## config.mk

```make
export PLATFORM = sky130hd
export DESIGN_NAME = fcpw_ctrl
export DESIGN_NICKNAME = d
export VERILOG_FILES = /design/src/rtl/fcpw_pkg.sv /design/src/rtl/fcpw_ctrl.sv
export SDC_FILE = /design/constraint.sdc
export NUM_CORES = 1
export LEC_CHECK = 0
export BUFFER_PORTS_ARGS = -buffer_cell sky130_fd_sc_hd__clkbuf_2
export CAP_MARGIN = 20
export CORE_AREA = 2 2 39 41
export DETAILED_ROUTE_END_ITERATION = 10
export DIE_AREA = 0 0 41 43
export GPL_TIMING_DRIVEN = 0
export SYNTH_ARGS = -nofsm -noshare
export SYNTH_HDL_FRONTEND = slang
export SYNTH_SLANG_ARGS = --single-unit
export TNS_END_PERCENT = 100
```

## constraint.sdc

```tcl
create_clock -name aclk -period 1.7 [get_ports aclk]
set_input_delay 0 -clock aclk [delete_from_list [all_inputs] [get_ports aclk]]
set_output_delay 0 -clock aclk [all_outputs]
set_load 0.005 [all_outputs]
```

## src/rtl/fcpw_pkg.sv

```systemverilog
// ----------------------------------------------------------------------------
// fcpw_pkg
// Shared codes, defaults and control/status bundles for the four-class
// priority worklist.
// ----------------------------------------------------------------------------
package fcpw_pkg;

    localparam int NODE_COUNT_DEF = 256;
    localparam int CLASS_COUNT    = 4;

    // request kinds (s_tuser)
    localparam logic [1:0] REQ_PUSH  = 2'd0;
    localparam logic [1:0] REQ_ERASE = 2'd1;
    localparam logic [1:0] REQ_POP   = 2'd2;
    localparam logic [1:0] REQ_QUERY = 2'd3;

    // list classes, in pop priority order
    localparam logic [1:0] CLS_EQ      = 2'd0;
    localparam logic [1:0] CLS_NN_POS  = 2'd1;
    localparam logic [1:0] CLS_NN_NEG  = 2'd2;
    localparam logic [1:0] CLS_REST    = 2'd3;

    // result status codes
    localparam logic [2:0] STATUS_OK        = 3'd0;
    localparam logic [2:0] STATUS_CONST     = 3'd1;
    localparam logic [2:0] STATUS_QUEUED    = 3'd2;
    localparam logic [2:0] STATUS_POP_EMPTY = 3'd3;
    localparam logic [2:0] STATUS_ABSENT    = 3'd4;

    typedef struct packed {
        logic clr;      // clear one queued flag
        logic accept;   // capture request, launch memory read
        logic exec;     // main update step
        logic fix;      // second link write of a push
        logic emit;     // load result into output register
    } fcpw_cmd_t;

    typedef struct packed {
        logic clear_last;
        logic need_fix;
        logic out_free;
    } fcpw_stat_t;

endpackage

```

## src/rtl/fcpw_ctrl.sv

```systemverilog
// ----------------------------------------------------------------------------
// fcpw_ctrl
// Sequencer: flag clearing after reset, request capture, update and the
// optional second link write, plus the pending-result handoff.
// ----------------------------------------------------------------------------
module fcpw_ctrl
    import fcpw_pkg::*;
(
    input  logic       aclk,
    input  logic       aresetn,
    input  logic       s_tvalid,
    output logic       s_tready,
    input  fcpw_stat_t stat,
    output fcpw_cmd_t  cmd
);

    localparam logic [1:0] ST_CLEAR = 2'd0;
    localparam logic [1:0] ST_IDLE  = 2'd1;
    localparam logic [1:0] ST_EXEC  = 2'd2;
    localparam logic [1:0] ST_FIX   = 2'd3;

    logic [1:0] state_reg, state_next;
    logic       pend_reg, pend_next;

    always_comb begin
        cmd.clr    = (state_reg == ST_CLEAR);
        cmd.emit   = (state_reg == ST_IDLE) && pend_reg && stat.out_free;
        s_tready   = (state_reg == ST_IDLE) && (!pend_reg || stat.out_free);
        cmd.accept = s_tready && s_tvalid;
        cmd.exec   = (state_reg == ST_EXEC);
        cmd.fix    = (state_reg == ST_FIX);
    end

    always_comb begin
        state_next = state_reg;
        pend_next  = pend_reg;
        if (cmd.emit) begin
            pend_next = 1'b0;
        end
        case (state_reg)
            ST_CLEAR: begin
                if (stat.clear_last) begin
                    state_next = ST_IDLE;
                end
            end
            ST_IDLE: begin
                if (cmd.accept) begin
                    state_next = ST_EXEC;
                end
            end
            ST_EXEC: begin
                if (stat.need_fix) begin
                    state_next = ST_FIX;
                end else begin
                    state_next = ST_IDLE;
                    pend_next  = 1'b1;
                end
            end
            ST_FIX: begin
                state_next = ST_IDLE;
                pend_next  = 1'b1;
            end
            default: begin
                state_next = ST_CLEAR;
            end
        endcase
    end

    always_ff @(posedge aclk) begin
        if (!aresetn) begin
            state_reg <= ST_CLEAR;
            pend_reg  <= 1'b0;
        end else begin
            state_reg <= state_next;
            pend_reg  <= pend_next;
        end
    end

    a_fix_after_exec: assert property (@(posedge aclk) disable iff (!aresetn)
        state_reg == ST_FIX |-> $past(state_reg) == ST_EXEC)
        else $error("fix step without preceding update step");

    a_emit_pending: assert property (@(posedge aclk) disable iff (!aresetn)
        cmd.emit |-> pend_reg)
        else $error("emit without a pending result");

    a_done_sets_pend: assert property (@(posedge aclk) disable iff (!aresetn)
        (state_reg == ST_FIX) |=> pend_reg && state_reg == ST_IDLE)
        else $error("result not pending after fix step");

endmodule

```

---- Word-level counts from Yosys, hierarchy flattened ----
Index checks and enable logic that the tools add are counted.
storage, ports and cells
  flip-flop bits (word level) ............. 3
  input port bits ......................... 6
  output and inout port bits .............. 6
  logic and storage cells ................. 22
cells by class
  equality and inequality tests ........... 5
  mux-type cells .......................... 7
  reduce and logical (&&, ||, !) cells .... 8
operators by type and width
  operator              count
  $pmux W2 S4           1
  $mux W2               3
  $eq A2 B2 Y1 const B  2
  $logic_and A1 B1 Y1   4
  $ne A2 B2 Y1 const B  2
  $eq A2 B1 Y1 const B  1
  $logic_not A2 Y1      1
  $mux W1               2
  $pmux W1 S2           1
  $reduce_and A2 Y1     1
  $logic_not A1 Y1      1
  $logic_or A1 B1 Y1    1

---- Logic depth before layout (Yosys ltp) ----
Gate-level depths: netlist (run 1).
  word-level depth ........................ 6
  mapped depth ............................ 5

---- Worst setup path after synthesis (run 1) ----
No wires, ideal clock.
  path kind ............................... register to register
  start ................................... reg state_reg[0]
  end ..................................... reg state_reg[1]
  library setup time ...................... 0.072 ns
  arrival ................................. 1.200 ns
  required time ........................... 1.628 ns
  slack ................................... 0.429 ns
  stages on the path, launching flop included .. 6
  buffers on the path ..................... 0
  clock period less this slack ............ 1.271 ns
  cells stage by stage .................... dfxtp_1 inv_1 ha_1 nor2b_1 a311oi_2 mux2i_1
RTL lines
  element                 RTL line         RTL
  start, declared         fcpw_ctrl.sv:22  logic [1:0] state_reg, state_next;
  start signal, assigned  fcpw_ctrl.sv:74  state_reg <= state_next;

---- Worst setup path in the final report (run 1) ----
  start ................................... reg state_reg[1]
  end ..................................... reg state_reg[1]
between the ends
  word-level cells in the longest chain between the ends .. 5
  elaborated cells on any way between the ends .. 10
  those cells by class .................... eq/ne: 5; mux: 1; reduce/logical: 4
RTL lines
  element                      RTL line                          RTL
  $eq A2 B1 Y1                 fcpw_ctrl.sv:28, fcpw_ctrl.sv:40
  $logic_and A1 B1 Y1          fcpw_ctrl.sv:28                   s_tready = (state_reg == ST_IDLE) && (!pend_reg || stat.out_free);
  $logic_and A1 B1 Y1          fcpw_ctrl.sv:29                   cmd.accept = s_tready && s_tvalid;
  $ne A2 B2 Y1 (no line)       --
  $reduce_and A2 Y1 (no line)  --
Parallel ways exist; a longest one is shown, timed or not.
A chain may end at the register's enable or synchronous reset.

==> results of run 1 <==
-- worst max-delay path by stage --
stage	to	from	cells after the start
finish	state_reg[1]$_SDFFE_PN0P_	state_reg[1]$_SDFFE_PN0P_	5
global route	state_reg[1]$_SDFFE_PN0P_	state_reg[1]$_SDFFE_PN0P_	5
CTS	state_reg[1]$_SDFFE_PN0P_	state_reg[1]$_SDFFE_PN0P_	5
detailed placement	state_reg[1]$_SDFFE_PN0P_	state_reg[1]$_SDFFE_PN0P_	5
global placement	state_reg[1]$_SDFFE_PN0P_	state_reg[1]$_SDFFE_PN0P_	5
floorplan	state_reg[1]$_SDFFE_PN0P_	state_reg[0]$_SDFFE_PN0P_	5
-- stage by stage --
stage	hold slack (ns)	std cells
2_1_floorplan	0.1227	28
3_3_place_gp	0.2886	55
3_5_place_dp	0.2826	55
4_1_cts	0.03456	59
5_1_grt	0.05499	59
6_report	0.04834	59
-- metal layers --
layer | GRT usage (%) | vias up | wire length, um
met4 | 8.000 | 0 | 0
met3 | 2.618 | 0 | 47
met1 | 7.051 | 109 | 225
met5 | 0 | - | 0
li1 | - | 124 | -
met2 | 11.56 | 7 | 240
-- cell type report --
| type | count | area share, % |
|---|---|---|
| Clock buffer | 4 | 7.447 |
| Inverter | 5 | 5.319 |
| Multi-Input combinational cell | 20 | 48.94 |
| Sequential cell | 3 | 17.02 |
| Tap cell | 16 | 5.674 |
| Timing Repair Buffer | 11 | 15.60 |
-- power groups by stage --
stage	clock, W	sequential [W]	combinational [W]
2_1_floorplan	0	0.0000833	0.0000634
3_3_place_gp	0	0.0000843	0.0000929
3_5_place_dp	0	0.0000847	0.0000934
4_1_cts	0.000132	0.0000836	0.0000938
5_1_grt	0.000134	0.0000851	0.000107
6_report	0.000122	0.0000837	0.0000919
-- kinds of logic (layout without fill, tap and decap cells) --
family          after synthesis  count (layout)  synth area share (%)
compound gates                5               5                 18.90
fa+ha+maj                     4               4                 19.90
buf+inv                       5              20                 7.463
flops                         3               3                 23.88
mux                           1               1                 3.980
simple gates                 10              10                 25.87
-- synthesized netlist by cell type, drive strengths merged --
cell | instances | area, um2
inv | 5 | 18.77
ha | 4 | 50.05
dfxtp | 3 | 60.06
nor2b | 3 | 26.27
nand2 | 2 | 7.510
nand3 | 2 | 10.01
a21o | 1 | 8.760
a221oi | 1 | 8.760
a311oi | 1 | 15.01
and2 | 1 | 7.510
and3 | 1 | 7.510
mux2i | 1 | 10.01
nand2b | 1 | 6.260
o211a | 1 | 10.01
o21ai | 1 | 5.000
==> impl_metrics.ini, run 1 <==
[outcome]
status = complete, no violations

[synth]
synth_cell_types = 16
netlist_area_um2 = 251.5
syn_area_per_cell_um2 = 8.982
ys_warn_count = 0
synth_cells = 28
synth_seq_cells = 3
ys_seq_area_share_pct = 23.88
synthesis.nets = 38

[clock_tree]
tritoncts.num_buffers = 3
cts_tree = built
clkTransAtPathRegs_ns = 0.04
root_buffer = clkbuf_4
cts_buffer_depth = 2
cts_resized = 0
worstSkewPairLatency_ns = 0.23
cts_hold_buf = 0
htreeDepth = 1
cts.sinks = 3
cts_setup_buffers = 0

[worst_setup_path]
crit_type = reg2reg
r2r_start = state_reg[1]$_SDFFE_PN0P_
regToRegEndpoint = state_reg[1]$_SDFFE_PN0P_
rrSetupSlack_ns = 0.31
critPathSlowestCell = dfxtp_1
cp-start-kind = flop
critPathTopFamily = flip-flops
cp_max_fo = 8
cp.required_ns = 1.85
reg2reg_depth = 5
path_buf_inv = 1
worstSetupEndpointType = flop
cp.arrival_ns = 1.54
cp_cell_sequence = inv_1, ha_1, nor2b_4, a311oi_2, mux2i_1
max_stage_delay_ns = 0.37

[min_path]
whs_path_depth = 2
hold-path-endpoint = state_reg[0]$_SDFFE_PN0P_
hold_path.class = in2reg
hp-start = aresetn

[power]
switching_power_w = 0.00008417
max-vdd-ir-drop_mv = 0.2610
clkPwrFrac_pct = 41.1
p_leak_nw = 0.1904
swShare_pct = 28.25
powerDensity_nw_per_um2 = 844.5
p_comb_share_pct = 30.9
seqPwrFrac_pct = 28.1
p_total_w = 0.0002980
power.internal_w = 0.0002138

[final_layout]
multiInputGateArea_um2 = 172.7
design_area_um2 = 352.8
post-route-util_pct = 25.50
final_nets = 54
antenna_cells = 0
largest_reg_flops = 2
drive_above_1_share_pct = 44.19
layout_commonest_cell = clkbuf_2
area_growth_pct = 40.30
num-fill-cells = 161
seqCellArea_um2 = 60.06
mostFrequentLayoutCells = clkbuf_2, inv_1, ha_1

[timing]
tns_ns = 0
rsz0062_at_grt = false
worst_pin_slew_ns = 0.2556
max_slew_margin_pct = 82.96
timing.final.crit_share_pct = 81.82
final-hold-violation-count = 0
setup_ws_ns = 0.3091
clock_skew_ns = 0.001972
max_freq_mhz = 718.9
period_minus_slack_ns = 1.391
setup_viol_count_final = 0
timing.final.max_slew_violations = 0

[routing]
drtIter0Drc = 1
avgRoutedWirePerCell_um = 8.695
routed_wl_um = 513
drt_pass1_iterations = 3
drc_errors = 0
avgViaCountPerCell = 4.068
vias = 240
drtAntennaViolNets = 0

[floorplanning]
coreArea_um2 = 1384
io_pins = 12
die-area_um2 = 1763
start_util_pct = 18.17
num_rows = 14
die_y_um = 43
fp.dieW_um = 41

[placed_design]
gp_congestion = 0.6533
port_buffers = 11
dp_hpwl_um = 422
dp_slack_ns = 0.2936
place_area_um2 = 326.6

[global_route]
overflow = 0
grt_pass1_vias = 238
grt_pass1_wl_um = 848
track_usage_pct = 7.623
grt_start_max_net_pins = 9
antenna_found_initial = 0

[job]
cap_violations = 0
No activity file was read; power rests on OpenSTA's default activity.
==> inputs of run 2 (changes only) <==
- ABC_AREA: default -> 1
- clock period: 1.7 -> 1.32 ns (I/O delays scaled with it)
==> run 2 against run 1 <==
Register-to-register slack lost 0.13 ns; sequential cell count is the same; sequential power grew 51%; largest power group is now combinational cells; critical path depth is the same; setup slack lost 0.19 ns; critical endpoint is now cmd[3]; worst hold slack gained 0.037 ns; utilization grew 0.63 points; combinational power grew 100%.
==> impl_metrics.ini, run 2 <==
[timing]
final-hold-violation-count = 0
tns_ns = 0
clock_skew_ns = 0.0005531
hold_slack_ns = 0.08506
period_minus_slack_ns = 1.204
max_slew_margin_pct = 89.36
setup_viol_count_final = 0
worst_pin_slew_ns = 0.1583
rsz0062_at_grt = false
timing.final.crit_share_pct = 91.24
max_freq_mhz = 830.3
timing.final.max_slew_violations = 0

[worst_setup_path]
crit_type = reg2out
critPathSlowestCell = dfxtp_1
cp-start-kind = flop
max_stage_delay_ns = 0.32
cp.required_ns = 1.32
cp_cell_sequence = inv_1, ha_1, inv_2, nor3_1, clkbuf_2
reg2reg_depth = 7
cp.arrival_ns = 1.20
worstSetupEndpointType = output pin
cp_max_fo = 5

[synth]
syn_area_per_cell_um2 = 6.951
synth_edf_count = 0
yosys.area.top_type = dfxtp_1
ys_seq_area_share_pct = 24.00
ys_warn_count = 0
synth_cell_types = 14
yosysMostFrequentCell = nand2_1
synth-main-ff-cell = dfxtp_1
synthArstFlopShare_pct = 0
netlist_area_um2 = 250.2
synthesis.nets = 46
synth.top_cell.area_share_pct = 24.00
synth_seq_cells = 3
synth_area_leaders = dfxtp_1, ha_1, nand2_1
synth_commonest_cells = nand2_1, inv_1, a21oi_1, ha_1, dfxtp_1
synth_cells = 36

[placed_design]
port_buffers = 11
gp_congestion = 0.6452
dp_hpwl_um = 425.8

[final_layout]
final_nets = 63
largest_reg_flops = 2
num-fill-cells = 165
layout_commonest_cell = clkbuf_2
area_growth_pct = 44.50
mostFrequentLayoutCells = clkbuf_2, nand2_1, inv_1
seqCellArea_um2 = 60.06
multiInputGateArea_um2 = 160.2
antenna_cells = 0
drive_above_1_share_pct = 40.38

[floorplanning]
start_util_pct = 18.08
io_pins = 12
die-area_um2 = 1763
num_rows = 14
coreArea_um2 = 1384
fp.dieW_um = 41
die_y_um = 43

[routing]
vias = 255
avgRoutedWirePerCell_um = 7.221
drtIter0Drc = 3
drc_errors = 0
drt_pass1_iterations = 2
avgViaCountPerCell = 3.750
routed_wl_um = 491
drtAntennaViolNets = 0

[clock_tree]
htreeDepth = 1
cts_tree = built
cts_setup_buffers = 0
clkTransAtPathRegs_ns = 0.04
cts_buffer_depth = 2
tritoncts.num_buffers = 3
cts_resized = 0
cts.sinks = 3
root_buffer = clkbuf_4
worstSkewPairLatency_ns = 0.23

[power]
p_leak_nw = 0.2003
powerDensity_nw_per_um2 = 1303
p_total_w = 0.0004713
max-vdd-ir-drop_mv = 0.4071

[job]
cap_violations = 0

[global_route]
grt_start_max_net_pins = 6
overflow = 0
grt_pass1_vias = 230
antenna_found_initial = 0
track_usage_pct = 7.329
grt_pass1_wl_um = 786

[outcome]
status = complete, no violations

[min_path]
whs_path_depth = 4
hold_path.class = in2reg
[run 2: metal layers]
layer	part of all wire, %	global-route usage [%]
met2	50	10.31
met3	10	4.712
met1	39	6.109
met4	0	8.000
met5	0	0
[run 2: cell type report]
type	count	area share [%]
Inverter	8	8.304
Sequential cell	3	16.61
Multi-Input combinational cell	25	44.29
Timing Repair Buffer	12	17.99
Tap cell	16	5.536
Clock buffer	4	7.266
[run 2: repair_timing]
item / 4_1_cts / 5_1_grt
hold endpoints to repair: 3 / 0
hold buffers: 1 / 0
setup endpoints to repair: 0 / 0
[run 2: kinds of logic (layout without fill, tap and decap cells)]
| group | after synthesis | in the layout | share of synthesized area [%] |
|---|---|---|---|
| and+or+nand+nor | 15 | 15 | 28.00 |
| AOI/OAI and AO/OA | 6 | 6 | 16.00 |
| DFF | 3 | 3 | 24.00 |
| buffers and inverters | 8 | 24 | 12.00 |
| adders and majority gates | 4 | 4 | 20.00 |
[run 2: worst paths after layout]
kind                        startpoint                   endpoint  slack, ns
max          state_reg[1]$_SDFFE_PN0P_                     cmd[3]       0.12
min                           s_tvalid  state_reg[0]$_SDFFE_PN0P_       0.09
max reg2reg  state_reg[1]$_SDFFE_PN0P_  state_reg[1]$_SDFFE_PN0P_       0.18
min reg2reg  state_reg[0]$_SDFFE_PN0P_  state_reg[0]$_SDFFE_PN0P_       0.50
[run 2: power breakdown]
group / internal (W) / switching, W / total [W]
sequential: 0.000109 / 0.0000176 / 0.000126
combinational: 0.0000865 / 0.0000982 / 0.000185
clock: 0.000113 / 0.0000468 / 0.000160
total: 0.000309 / 0.000163 / 0.000471
[run 2: worst max-delay path: cells and delay by family (launching register included)]
kind	cells	cell delay, ns
buffers and inverters	3	0.29
adders and majority gates	1	0.17
DFF	1	0.32
and+or+nand+nor	1	0.19
[run 2: metrics by stage]
step | std cells | setup slack [ns] | cell area (um2) | utilization (%)
3_3_place_gp | 63 | 0.1688 | 325.3 | 23.51
6_report | 68 | 0.1156 | 361.6 | 26.13
5_1_grt | 68 | 0.007802 | 361.6 | 26.13
2_1_floorplan | 36 | 0.2496 | 250.2 | -
3_5_place_dp | 63 | 0.1613 | 325.3 | 23.51
4_1_cts | 68 | 0.09431 | 361.6 | 26.13
